File: config.mk
export PLATFORM = sky130hd
export DESIGN_NAME = date_string_validator_core
export DESIGN_NICKNAME = d
export VERILOG_FILES = /design/src/design/dsv_pkg.sv /design/src/design/date_string_validator_core.sv
export SDC_FILE = /design/constraint.sdc
export NUM_CORES = 1
export LEC_CHECK = 0
export BUFFER_PORTS_ARGS = -buffer_cell sky130_fd_sc_hd__buf_4
export CAP_MARGIN = 20
export CORE_ASPECT_RATIO = 0.7
export CORE_MARGIN = 2
export CORE_UTILIZATION = 40
export CTS_CLUSTER_DIAMETER = 80
export DETAILED_ROUTE_END_ITERATION = 8
export HOLD_SLACK_MARGIN = 0.05
export PLACE_DENSITY_LB_ADDON = 0.25
export SLEW_MARGIN = 20
export SYNTH_ARGS = -nofsm -noshare
export SYNTH_HDL_FRONTEND = slang
export SYNTH_SLANG_ARGS = --single-unit
File: constraint.sdc
create_clock -name i_clk -period 6 [get_ports i_clk]
set_input_delay 1.2 -clock i_clk [delete_from_list [all_inputs] [get_ports i_clk]]
set_output_delay 1.2 -clock i_clk [all_outputs]
set_load 0.005 [all_outputs]
File: src/design/dsv_pkg.sv
// Shared types and constants for the date string validator.
`default_nettype none

package dsv_pkg;

    typedef enum logic [1:0] {
        PH_YEAR,
        PH_MONTH,
        PH_DAY
    } t_phase;

    localparam logic [7:0]  CHR_ZERO      = 8'h30;
    localparam logic [7:0]  CHR_NINE      = 8'h39;
    localparam logic [7:0]  CHR_DASH      = 8'h2D;
    localparam logic [7:0]  CHR_SLASH     = 8'h2F;
    localparam logic [7:0]  CHR_DOT       = 8'h2E;
    localparam logic [13:0] MIN_YEAR_RST  = 14'd1900;
    localparam logic [2:0]  ADDR_MIN_YEAR = 3'd0;
    localparam logic [2:0]  YEAR_DIGITS   = 3'd4;
    localparam logic [2:0]  FIELD_DIGITS  = 3'd2;
    localparam logic [3:0]  MONTH_FEB     = 4'd2;
    localparam logic [3:0]  MONTH_DEC     = 4'd12;

    function automatic logic [4:0] month_len(input logic [3:0] month);
        logic [4:0] len;
        case (month)
            4'd1:    len = 5'd31;
            4'd2:    len = 5'd28;
            4'd3:    len = 5'd31;
            4'd4:    len = 5'd30;
            4'd5:    len = 5'd31;
            4'd6:    len = 5'd30;
            4'd7:    len = 5'd31;
            4'd8:    len = 5'd31;
            4'd9:    len = 5'd30;
            4'd10:   len = 5'd31;
            4'd11:   len = 5'd30;
            4'd12:   len = 5'd31;
            default: len = 5'd0;
        endcase
        return len;
    endfunction

endpackage

`default_nettype wire

File: src/design/date_string_validator_core.sv
// Date string validator: character parser with date range and leap year check.
`default_nettype none

// The block takes one character word per cycle, back to back, and gives one
// result word for each string on the word marked as last. A character passes
// through an input register, the next parser state and the date check come from
// combinational logic, and the result lands in an output register, so a
// result is registered when its last character leaves the input register. The input
// side stalls only when a last character finds the output register full.
// The year is kept both in binary and as four decimal digits, so the leap
// year rule needs no division.
module date_string_validator_core
    import dsv_pkg::*;
(
    input  wire logic        i_clk,
    input  wire logic        i_rst_n,
    input  wire logic        psel,
    input  wire logic        penable,
    input  wire logic        pwrite,
    input  wire logic [2:0]  paddr,
    input  wire logic [31:0] pwdata,
    output logic      [31:0] prdata,
    output logic             pready,
    input  wire logic        i_in_valid,
    output logic             o_in_ready,
    input  wire logic [7:0]  i_char_code,
    input  wire logic        i_is_last,
    output logic             o_out_valid,
    input  wire logic        i_out_ready,
    output logic             o_valid_res,
    output logic      [13:0] o_year_out,
    output logic      [3:0]  o_month_out,
    output logic      [4:0]  o_day_out
);

    logic [13:0] r_min_year;

    logic        r_in_vld;
    logic [7:0]  r_char;
    logic        r_last;

    t_phase      r_phase, n_phase;
    logic [2:0]  r_cnt, n_cnt;
    logic [7:0]  r_sep, n_sep;
    logic [13:0] r_year, n_year;
    logic [15:0] r_ybcd, n_ybcd;
    logic [6:0]  r_month, n_month;
    logic [6:0]  r_day, n_day;
    logic        r_err, n_err;

    logic        r_out_vld;
    logic        r_res_ok;
    logic [13:0] r_res_year;
    logic [3:0]  r_res_month;
    logic [4:0]  r_res_day;

    logic        is_digit;
    logic        is_sep;
    logic [3:0]  dval;
    logic        cent;
    logic        leap;
    logic [1:0]  low_mod4;
    logic [1:0]  high_mod4;
    logic [4:0]  max_day;
    logic        date_ok;
    logic        slot_free;
    logic        s1_fire;

    assign pready = 1'b1;
    assign prdata = (paddr == ADDR_MIN_YEAR) ? {18'd0, r_min_year} : 32'd0;

    always_ff @(posedge i_clk) begin
        if (!i_rst_n) begin
            r_min_year <= MIN_YEAR_RST;
        end else if (psel && penable && pwrite && pready && paddr == ADDR_MIN_YEAR) begin
            r_min_year <= pwdata[13:0];
        end
    end

    assign slot_free  = !r_out_vld || i_out_ready;
    assign s1_fire    = r_in_vld && (!r_last || slot_free);
    assign o_in_ready = !r_in_vld || s1_fire;

    always_ff @(posedge i_clk) begin
        if (!i_rst_n) begin
            r_in_vld <= 1'b0;
        end else if (o_in_ready) begin
            r_in_vld <= i_in_valid;
        end
    end

    always_ff @(posedge i_clk) begin
        if (i_in_valid && o_in_ready) begin
            r_char <= i_char_code;
            r_last <= i_is_last;
        end
    end

    always_comb begin
        is_digit = (r_char >= CHR_ZERO) && (r_char <= CHR_NINE);
        is_sep   = (r_char == CHR_DASH) || (r_char == CHR_SLASH) || (r_char == CHR_DOT);
        dval     = r_char[3:0];

        n_phase = r_phase;
        n_cnt   = r_cnt;
        n_sep   = r_sep;
        n_year  = r_year;
        n_ybcd  = r_ybcd;
        n_month = r_month;
        n_day   = r_day;
        n_err   = r_err;

        if (!r_err) begin
            case (r_phase)
                PH_YEAR: begin
                    if (is_digit && r_cnt < YEAR_DIGITS) begin
                        n_year = 14'(r_year * 14'd10) + 14'(dval);
                        n_ybcd = {r_ybcd[11:0], dval};
                        n_cnt  = r_cnt + 3'd1;
                    end else if (is_sep && r_cnt == YEAR_DIGITS) begin
                        n_sep   = r_char;
                        n_phase = PH_MONTH;
                        n_cnt   = 3'd0;
                    end else begin
                        n_err = 1'b1;
                    end
                end
                PH_MONTH: begin
                    if (is_digit && r_cnt < FIELD_DIGITS) begin
                        n_month = 7'(r_month * 7'd10) + 7'(dval);
                        n_cnt   = r_cnt + 3'd1;
                    end else if (r_char == r_sep && r_cnt != 3'd0) begin
                        n_phase = PH_DAY;
                        n_cnt   = 3'd0;
                    end else begin
                        n_err = 1'b1;
                    end
                end
                PH_DAY: begin
                    if (is_digit && r_cnt < FIELD_DIGITS) begin
                        n_day = 7'(r_day * 7'd10) + 7'(dval);
                        n_cnt = r_cnt + 3'd1;
                    end else begin
                        n_err = 1'b1;
                    end
                end
                default: begin
                    n_err = 1'b1;
                end
            endcase
        end

        // A valid date always has exactly four year digits, so the digit
        // register holds the whole year: thousands in the top nibble.
        cent      = (n_ybcd[7:0] == 8'd0);
        low_mod4  = {n_ybcd[4], 1'b0} + n_ybcd[1:0];
        high_mod4 = {n_ybcd[12], 1'b0} + n_ybcd[9:8];
        leap      = (low_mod4 == 2'd0 && !cent) || (cent && high_mod4 == 2'd0);
        max_day   = month_len(n_month[3:0])
                  + {4'd0, (n_month == 7'(MONTH_FEB)) && leap};
        date_ok   = !n_err && n_phase == PH_DAY && n_cnt != 3'd0
                  && n_year >= r_min_year
                  && n_month >= 7'd1 && n_month <= 7'(MONTH_DEC)
                  && n_day >= 7'd1 && n_day <= {2'd0, max_day};
    end

    always_ff @(posedge i_clk) begin
        if (!i_rst_n) begin
            r_phase <= PH_YEAR;
            r_cnt   <= 3'd0;
            r_sep   <= 8'd0;
            r_year  <= 14'd0;
            r_ybcd  <= 16'd0;
            r_month <= 7'd0;
            r_day   <= 7'd0;
            r_err   <= 1'b0;
        end else if (s1_fire) begin
            if (r_last) begin
                r_phase <= PH_YEAR;
                r_cnt   <= 3'd0;
                r_sep   <= 8'd0;
                r_year  <= 14'd0;
                r_ybcd  <= 16'd0;
                r_month <= 7'd0;
                r_day   <= 7'd0;
                r_err   <= 1'b0;
            end else begin
                r_phase <= n_phase;
                r_cnt   <= n_cnt;
                r_sep   <= n_sep;
                r_year  <= n_year;
                r_ybcd  <= n_ybcd;
                r_month <= n_month;
                r_day   <= n_day;
                r_err   <= n_err;
            end
        end
    end

    always_ff @(posedge i_clk) begin
        if (!i_rst_n) begin
            r_out_vld <= 1'b0;
        end else if (s1_fire && r_last) begin
            r_out_vld <= 1'b1;
        end else if (i_out_ready) begin
            r_out_vld <= 1'b0;
        end
    end

    always_ff @(posedge i_clk) begin
        if (s1_fire && r_last) begin
            r_res_ok    <= date_ok;
            r_res_year  <= date_ok ? n_year : 14'd0;
            r_res_month <= date_ok ? n_month[3:0] : 4'd0;
            r_res_day   <= date_ok ? n_day[4:0] : 5'd0;
        end
    end

    assign o_out_valid = r_out_vld;
    assign o_valid_res = r_res_ok;
    assign o_year_out  = r_res_year;
    assign o_month_out = r_res_month;
    assign o_day_out   = r_res_day;

    a_valid_range: assert property (@(posedge i_clk) disable iff (!i_rst_n)
        (r_out_vld && r_res_ok) |-> (r_res_month >= 4'd1 && r_res_month <= MONTH_DEC
            && r_res_day != 5'd0 && r_res_year >= r_min_year))
        else $error("valid result with out-of-range fields");

    a_invalid_zero: assert property (@(posedge i_clk) disable iff (!i_rst_n)
        (r_out_vld && !r_res_ok) |-> (r_res_year == 14'd0 && r_res_month == 4'd0
            && r_res_day == 5'd0))
        else $error("invalid result with nonzero fields");

    a_parser_clear: assert property (@(posedge i_clk) disable iff (!i_rst_n)
        (s1_fire && r_last) |=> (r_phase == PH_YEAR && r_cnt == 3'd0 && !r_err
            && r_year == 14'd0 && r_month == 7'd0 && r_day == 7'd0))
        else $error("parser not cleared after last word");

    a_digit_count: assert property (@(posedge i_clk) disable iff (!i_rst_n)
        (r_cnt <= YEAR_DIGITS) && (r_phase == PH_YEAR || r_cnt <= FIELD_DIGITS))
        else $error("digit count out of range");

endmodule

`default_nettype wire
==> results of run 1 <==
worst max path at each step:
stage	to	depth (start not counted)	slack, ns
after floorplan	o_year_out[2]$_SDFFCE_PN0P_	24	1.03
after global placement	o_month_out[1]$_SDFFCE_PN0P_	24	0.34
after detailed placement	o_day_out[4]$_SDFFCE_PN0P_	24	0.23
after CTS	o_day_out[4]$_SDFFCE_PN0P_	24	0.18
after global routing	o_year_out[2]$_SDFFCE_PN0P_	24	0.20
final	o_year_out[3]$_SDFFCE_PN0P_	24	0.46
power breakdown:
| part | internal [mW] | switching [mW] |
|---|---|---|
| clock network | 0.301 | 0.277 |
| registers | 0.719 | 0.00794 |
| logic | 0.0402 | 0.0549 |
| total | 1.06 | 0.339 |
routing by layer:
| layer | track usage (%) | vias to the layer above |
|---|---|---|
| li1 | - | 2685 |
| met5 | 0 | - |
| met1 | 30.33 | 2401 |
| met3 | 3.564 | 9 |
| met4 | 3.393 | 0 |
| met2 | 22.41 | 162 |
registers in the layout, summed over array words and instances, names as in the netlist, 5 cells and up:
signal and cells:
r_year 14, o_year_out 14, r_min_year 14, r_sep 8
r_ybcd 11, r_char 8, r_month 7, o_day_out 5
r_day 7
cells in the mapped netlist, types with 3 or more instances:
master / n
nand2b_1: 3
nor3_1: 11
o21bai_1: 3
nand2_1: 65
dfxtp_1: 69
o21a_1: 8
nor2b_1: 40
and2_1: 28
nor3b_1: 9
or2_2: 4
a21oi_1: 28
o211ai_1: 10
nand4_1: 10
xor2_1: 13
nand3_1: 6
edfxtp_1: 33
nor3b_2: 7
inv_1: 39
nor4_1: 9
a21o_1: 9
o31ai_1: 3
clkbuf_1: 25
a22oi_1: 27
buf_6: 7
a31oi_1: 3
mux2_2: 4
a21boi_0: 9
nor2_1: 29
fa_1: 6
ha_1: 60
and3_1: 6
nor3_2: 14
o21ai_0: 29
buf_4: 21
mux2i_1: 5
xnor2_1: 29
cells by family after synthesis:
family | count (synthesis) | share of synthesized area (%)
and+or+nand+nor | 258 | 22.53
AOI/OAI and AO/OA | 157 | 16.20
DFF | 102 | 34.50
buffers and inverters | 92 | 6.934
adders and majority gates | 66 | 12.67
xor gates and xnor gates | 42 | 5.350
muxes | 10 | 1.711
other | 2 | 0.1092
cell type report:
cell class	count	area [um2]
clock buffers	10	239.0
well taps	231	289.0
clock inverters	6	52.55
multi-input cells	552	4096
inverters	39	146.4
repair buffers	91	683.2
fillers	1681	9138
flip-flops and latches	102	2372
critical path: stages (launching register included):
cell      delay [ns]
dfxtp_1         0.39
ha_1            0.31
ha_1            0.14
inv_1           0.05
fa_1            0.37
xor2_1          0.16
xnor2_1         0.33
xnor2_1         0.17
nand2_1         0.07
o22a_1          0.18
o31ai_1         0.37
nor4b_2         0.31
ha_1            0.21
ha_1            0.14
inv_1           0.04
ha_1            0.26
ha_1            0.30
o21a_1          0.11
o21a_1          0.16
o21a_1          0.16
o22ai_1         0.24
o2111a_1        0.34
nand4_4         0.19
buf_4           0.23
nor3b_2         0.18
through the flow:
stage / power (mW) / util, % / worst slack [ns]
final: 1.400 / 46.30 / 0.4602
after CTS: 1.416 / 46.09 / 0.1786
after global placement: 0.8369 / 44.38 / 0.3449
after floorplan: 0.8008 / - / 1.032
after detailed placement: 0.8367 / 44.38 / 0.2305
after global routing: 1.451 / 46.30 / 0.1962
timing repair:
action | in CTS | in global routing
setup buffers | 0 | 4
hold buffers | 0 | 0
resized for setup | 0 | 1
setup endpoints to repair | 0 | 8
==> results.ini, run 1 <==
[global_routing]
grt_antenna_before_repair = 0
grt_max_degree = 70
grt_pass1_vias = 4803
gr-total-overflow = 0
grt_util_all_layers_pct = 17.88
grt_pass1_wl_um = 25960

[detailed_routing]
ant_nets = 0
met2WireLength_um = 5593
postRouteWirelength_um = 15950
drc_errors = 0
met3_length_um = 1032
routed_via_density = 5.099
drt_iter0_drc = 385
dr.pass1.iters = 4
wl_met1_um = 9224
dr_total_vias = 5257
highest_layer = met4
wire_per_inst_um = 15.47

[synthesis]
syn_inst = 729
synth_edf_count = 33
ys_ff_latch = 102
yosysSeqAreaShare_pct = 34.50
netlist_area_um2 = 6875
synth_cell_types = 71
ys_warn_count = 0
synth_top_flop_cell = dfxtp_1
syn_avg_cell_area_um2 = 9.431
synthTopCellsByArea = dfxtp_1 (20%), edfxtp_1 (14%), ha_1 (11%)
synth_top_area_cell = dfxtp_1
synth_top_area_share_pct = 20.09
synthArstFlopShare_pct = 0

[clocking]
tritoncts = built
clk_pin_slew_ns = 0.07
cts-buffers-inserted = 9
htreeDepth = 3
cts_root_buf = clkbuf_16
clock_sinks = 102
insertion_delay_ns = 0.35
cts_buffer_depth = 2

[worst_setup_path]
reg2reg_from = r_month[1]$_SDFFE_PN0P_
worstPathRequired_ns = 6.20
start_kind = register
endpoint_kind = register
ff2ff_path_depth = 24
crit_arrival_ns = 5.74
r2r_end = o_year_out[3]$_SDFFCE_PN0P_
crit_path_max_fanout = 9
ff2ff_setup_slack_ns = 0.46
critPathLaunch = r_month[1]$_SDFFE_PN0P_
crit_type = reg -> reg

[final_layout]
mostFrequentLayoutCell = buf_4
area_delta_synth_final_pct = 14.60
layout-drive-gt1-share_pct = 19.00
diodes = 0
fin_nets = 912
finalNonFillerCells = 1031
final_cell_mix = buf_4 (91), dfxtp_1 (69), nand2_1 (65)
final_cell_area_um2 = 7879

[placed_design]
gp_congestion = 0.8578
dp_hpwl_um = 12000
io_buffers = 72
place_area_um2 = 7551
placed_cells = 1011

[sta]
slew_viol_final = 0
finalCritPeriodShare_pct = 92.33
grt_setup_unrepaired = no
setup_violations = 0
relSlewSlack_pct = 31.30
tightest_slew_ns = 1.029
hold_viol_final = 0
final.min_clock_period_ns = 5.540
holdWs_ns = 0.4670
skew_ns = 0.009535
totalNegativeSetupSlack_ns = 0
fmax_mhz = 180.5

[flow_run]
cap_violations = 0

[power]
leakage_nw = 3.268
irDropWorstVdd_uv = 122.0
p_per_area_nw_per_um2 = 177.6

[hold_path]
hold_depth = 2
hold_class = reg -> reg
hold_start = r_year[13]$_SDFFE_PN0P_
hold_end = r_year[13]$_SDFFE_PN0P_

[die]
io_pins = 110
die_width_um = 160.7
num_rows = 40
fp.coreArea_um2 = 17020
die_y_um = 113.7
start_util_pct = 40.40
design.die.area_um2 = 18270

[outcome]
status = finished, final reports clean

Note: power is estimated with default switching activity, not from simulation.
==> inputs of run 2 (changes only) <==
==> constraint.sdc (replaced) <==
create_clock -name i_clk -period 6.5 [get_ports i_clk]
set_input_delay 1.3 -clock i_clk [delete_from_list [all_inputs] [get_ports i_clk]]
set_output_delay 1.3 -clock i_clk [all_outputs]
set_load 0.02 [all_outputs]
==> run 2 against run 1 <==
Clock-buffer cell count unchanged. Worst setup slack improved by 0.072 ns. Combinational power decreased by 0.4%. Maximum frequency decreased by 7.2%. Routed wire length about the same. Critical path depth unchanged. Register-to-register slack improved by 0.07 ns.
==> results.ini, run 2 (synthesis results as in run 1) <==
[outcome]
status = finished, final reports clean

[sta]
setup_violations = 0
hold_viol_final = 0
finalCritPeriodShare_pct = 91.81
tightest_slew_ns = 1.033
relSlewSlack_pct = 31.04
skew_ns = 0.009468
holdWs_ns = 0.4671
slew_viol_final = 0
final.min_clock_period_ns = 5.967
totalNegativeSetupSlack_ns = 0
grt_setup_unrepaired = no
fmax_mhz = 167.6
postLayoutSetupSlackWorst_ns = 0.5326

[worst_setup_path]
critPathLaunch = r_month[1]$_SDFFE_PN0P_
reg2reg_from = r_month[1]$_SDFFE_PN0P_
start_kind = register
crit_type = reg -> reg
endpoint_kind = register
worstPathRequired_ns = 6.68
crit_path_max_fanout = 16
crit_arrival_ns = 6.15

[placed_design]
gp_congestion = 0.8551
dp_hpwl_um = 11940
io_buffers = 72
dp_slack_ns = 0.5793
place_area_um2 = 7506
placed_cells = 1005

[final_layout]
post-route-util_pct = 45.83
fill_cells = 1659
final_cell_area_um2 = 7799
final_cell_mix = buf_4 (81), dfxtp_1 (69), nand2_1 (64)
diodes = 0
area_delta_synth_final_pct = 13.43
fin_nets = 902
mostFrequentLayoutCell = buf_4
layout-drive-gt1-share_pct = 18.10
finalNonFillerCells = 1021

[global_routing]
grt_max_degree = 70
grt_pass1_wl_um = 26390
grt_antenna_before_repair = 0
grt_util_all_layers_pct = 18.22
gr-total-overflow = 0
grt_pass1_vias = 4885

[clocking]
post_cts_resized = 0
cts_root_buf = clkbuf_16
postCtsSetupBuffers = 0
cts-buffers-inserted = 9
clk_pin_slew_ns = 0.07
insertion_delay_ns = 0.35
clock_sinks = 102
hold_buffers = 0
cts_buffer_depth = 2
tritoncts = built
htreeDepth = 3

[detailed_routing]
postRouteWirelength_um = 15960
ant_nets = 0
wire_per_inst_um = 15.63
dr.pass1.iters = 7
dr_total_vias = 5291
routed_via_density = 5.182
drc_errors = 0
drt_iter0_drc = 483

[die]
die_y_um = 113.7
die_width_um = 160.7
start_util_pct = 40.40
io_pins = 110
design.die.area_um2 = 18270
num_rows = 40
fp.coreArea_um2 = 17020

[power]
leakage_nw = 3.218
p_per_area_nw_per_um2 = 165.9
irDropWorstVdd_uv = 149.4
total_power_mw = 1.294

[hold_path]
hold_class = reg -> reg
hold_start = r_year[13]$_SDFFE_PN0P_

[flow_run]
cap_violations = 0

[run 2: changes by cell type in the layout (fill, tap and decap cells not counted)]
cell,before,now
buf_4,91,81
clkinv_1,1,0
clkinv_2,0,1
clkinv_4,1,2
inv_8,2,1
nand2_1,65,64
nand2_2,0,1
nor4b_1,0,1
nor4b_2,2,1
[run 2: worst paths after layout]
| check | end | slack, ns | cells after the start |
|---|---|---|---|
| min reg2reg | r_year[13]$_SDFFE_PN0P_ | 0.47 | 2 |
| min | r_year[13]$_SDFFE_PN0P_ | 0.47 | 2 |
| max | o_day_out[1]$_SDFFCE_PN0P_ | 0.53 | 24 |
| max reg2reg | o_day_out[1]$_SDFFCE_PN0P_ | 0.53 | 24 |
[run 2: metal layers]
layer  track usage (%)  wire [um]  vias to the layer above
met2             22.13       5599                      168
met4             3.810        102                        0
met5                 0          0                        -
li1                  -          -                     2672
met1             31.50       9198                     2443
met3             3.382       1056                        8
[run 2: final cells by class]
| type | count | area [um2] | share of cell area [%] |
|---|---|---|---|
| multi-input cells | 552 | 4093 | 52.48 |
| flip-flops and latches | 102 | 2372 | 30.42 |
| repair buffers | 81 | 608.1 | 7.797 |
| well taps | 231 | 289.0 | 3.706 |
| clock buffers | 10 | 239.0 | 3.064 |
| inverters | 39 | 146.4 | 1.877 |
| clock inverters | 6 | 51.30 | 0.6578 |
[run 2: worst max-delay path, stage by stage (launching register included)]
cell	delay, ns
dfxtp_1	0.40
ha_1	0.32
ha_1	0.14
inv_1	0.05
fa_1	0.36
xor2_1	0.16
xnor2_1	0.33
xnor2_1	0.16
nand2_1	0.07
o22a_1	0.18
o31ai_1	0.48
nor4b_1	0.35
ha_1	0.24
ha_1	0.14
inv_1	0.04
ha_1	0.26
ha_1	0.31
o21a_1	0.11
o21a_1	0.16
o21a_1	0.16
o22ai_1	0.24
o2111a_1	0.33
nand4_4	0.33
buf_4	0.32
nor3b_1	0.20
[run 2: power breakdown]
part / internal [mW] / switching [mW] / total (mW)
clock network: 0.276 / 0.249 / 0.525
logic: 0.0358 / 0.0588 / 0.0946
registers: 0.664 / 0.0106 / 0.674
total: 0.976 / 0.318 / 1.29
==> inputs of run 3 (changes only) <==
- CORE_UTILIZATION: 40 -> 30
- CTS_BUF_LIST: not set -> sky130_fd_sc_hd__clkbuf_2 sky130_fd_sc_hd__clkbuf_4 sky130_fd_sc_hd__clkbuf_8
- RECOVER_POWER: not set -> 50
==> run 3 against run 2 <==
Highest routed layer unchanged. Critical endpoint is now o_year_out[3]$_SDFFCE_PN0P_. Clock power decreased by 21%. Non-clock buffer count increased by 4. Register-to-register slack about the same. Routed wire length increased by 7.9%. Clock skew about the same. Worst setup slack improved by 0.0078 ns. Clock-buffer cell count increased by 1.
==> results.ini, run 3 (synthesis results as in run 1) <==
[flow_run]
cap_violations = 0

[clocking]
tritoncts = built
cts_buffer_depth = 2
post_cts_resized = 0
clk_pin_slew_ns = 0.10
clock_sinks = 102
htreeDepth = 3
cts_root_buf = clkbuf_8
cts-buffers-inserted = 9
hold_buffers = 0
insertion_delay_ns = 0.39
postCtsSetupBuffers = 0

[worst_setup_path]
critPathLaunch = r_month[1]$_SDFFE_PN0P_
crit_chain = ha_1 -> ha_1 -> inv_1 -> fa_1 -> xor2_1 -> xnor2_1 -> xnor2_1 -> nand2_1 -> o22a_1 -> o31ai_1 -> nor4b_2 -> ha_1 -> ha_1 -> inv_1 -> ha_1 -> ha_1 -> o21a_1 -> o21a_1 -> o21a_1 -> o22ai_1 -> o2111a_1 -> nand4_4 -> buf_4 -> nor3b_2
crit_end = o_year_out[3]$_SDFFCE_PN0P_
ff2ff_path_depth = 24
crit_arrival_ns = 6.20
crit_path_max_fanout = 16
cp_slowest_cell = o31ai_1
start_kind = register
worstPathRequired_ns = 6.74
max_stage_delay_ns = 0.49
endpoint_kind = register
reg2reg_from = r_month[1]$_SDFFE_PN0P_
cp_common_cell = ha_1
ff2ff_setup_slack_ns = 0.54
r2r_end = o_year_out[3]$_SDFFCE_PN0P_
crit_type = reg -> reg

[final_layout]
fin_nets = 906
diodes = 0
layout-drive-gt1-share_pct = 14.99
area_delta_synth_final_pct = 12.83
final_cell_mix = dfxtp_1 (69), nand2_1 (65), ha_1 (60)
mostFrequentLayoutCell = dfxtp_1

[power]
intPower_mw = 0.8852
swShare_pct = 25.26
irDropWorstVdd_uv = 79.36
leakage_nw = 3.071
p_per_area_nw_per_um2 = 152.7
p_seq_share_pct = 56.9
p_sw_mw = 0.2992
pwr-share-comb_pct = 8.1
clkPwrFrac_pct = 35.0

[die]
io_pins = 110
die_y_um = 130.7
die_width_um = 184.9
start_util_pct = 30.47
num_rows = 46
design.die.area_um2 = 24160
fp.coreArea_um2 = 22560

[sta]
fmax_mhz = 167.8
setup_violations = 0
tightest_slew_ns = 1.452
finalCritPeriodShare_pct = 91.69
hold_viol_final = 0
slew_viol_final = 0
grt_setup_unrepaired = no
skew_ns = 0.009932
final.min_clock_period_ns = 5.960
totalNegativeSetupSlack_ns = 0
holdWs_ns = 0.4698
relSlewSlack_pct = 3.180

[global_routing]
gr-total-overflow = 0
grt_util_all_layers_pct = 14.78
met1_usage_pct = 25.33
grt.met3_usage_pct = 3.465
grt_pass1_wl_um = 27320
use_met2_pct = 17.51
grt_busiest_layer = met1
grt_pass1_vias = 4833
grt_max_degree = 70
grt_antenna_before_repair = 0

[detailed_routing]
dr_total_vias = 5274
drt_iter0_drc = 252
routed_via_density = 4.769
ant_nets = 0
drc_errors = 0
postRouteWirelength_um = 17210
dr.pass1.iters = 5
wire_per_inst_um = 15.56

[placed_design]
dp_hpwl_um = 13100
io_buffers = 72
gp_congestion = 0.8304

[hold_path]
hold_start = r_year[13]$_SDFFE_PN0P_
hold_depth = 2
hold_class = reg -> reg

[outcome]
status = finished, final reports clean

run 3: cell types whose count changed in the layout (fill, tap and decap cells not counted), moves of 4 or more:
cell	change
clkbuf_8	+8
clkbuf_4	+13
clkinvlp_4	+4
clkbuf_16	-9
buf_4	-35
and2_0	+5
clkbuf_1	+27
and2_1	-5
run 3: cell type report:
| class | instances | area, um2 |
|---|---|---|
| inverter | 39 | 146.4 |
| multi-input combinational | 552 | 4093 |
| fill | 2419 | 14800 |
| tap | 312 | 390.4 |
| clock buffer | 11 | 138.9 |
| timing repair buffer | 85 | 556.8 |
| sequential | 102 | 2372 |
| clock inverter | 5 | 60.06 |
run 3: critical path, delay by kind of cell, from the launching register on:
family,cells,cell delay [ns]
buf+inv,3,0.41
simple gates,4,0.91
xor+xnor,3,0.66
compound gates,7,1.68
flops,1,0.40
fa+ha+maj,7,1.77
run 3: stage by stage:
stage,setup slack (ns),power [mW],utilization (%),instance area (um2),instances
6_report,0.5404,1.184,34.38,7757,1106
5_1_grt,0.1011,1.234,34.38,7757,1106
4_1_cts,0.4151,1.200,34.70,7829,1105
3_5_place_dp,0.4304,0.7862,33.82,7630,1089
3_3_place_gp,0.5602,0.7865,33.82,7630,1089
2_1_floorplan,1.532,0.7524,-,6939,746
run 3: worst min path at each step:
stage | to | slack [ns]
final | r_year[13]$_SDFFE_PN0P_ | 0.47
after global routing | r_year[13]$_SDFFE_PN0P_ | 0.50
after CTS | r_year[13]$_SDFFE_PN0P_ | 0.47
after detailed placement | r_year[13]$_SDFFE_PN0P_ | 0.46
after global placement | r_year[13]$_SDFFE_PN0P_ | 0.45
after floorplan | r_year[13]$_SDFFE_PN0P_ | 0.44
run 3: power groups by stage:
stage / Sequential [mW] / Combinational (mW) / Clock, mW
finish: 0.674 / 0.0956 / 0.415
detailed placement: 0.689 / 0.0971 / 0
global route: 0.675 / 0.105 / 0.453
CTS: 0.674 / 0.0975 / 0.428
global placement: 0.689 / 0.0973 / 0
floorplan: 0.687 / 0.0651 / 0
run 3: layer usage:
layer  up-vias  share of wire, %  wire (um)
li1       2681                 -          -
met5         -                 0          0
met4         0              0.58         99
met3         8               6.3       1079
met2       149                33       5714
met1      2436                60      10320
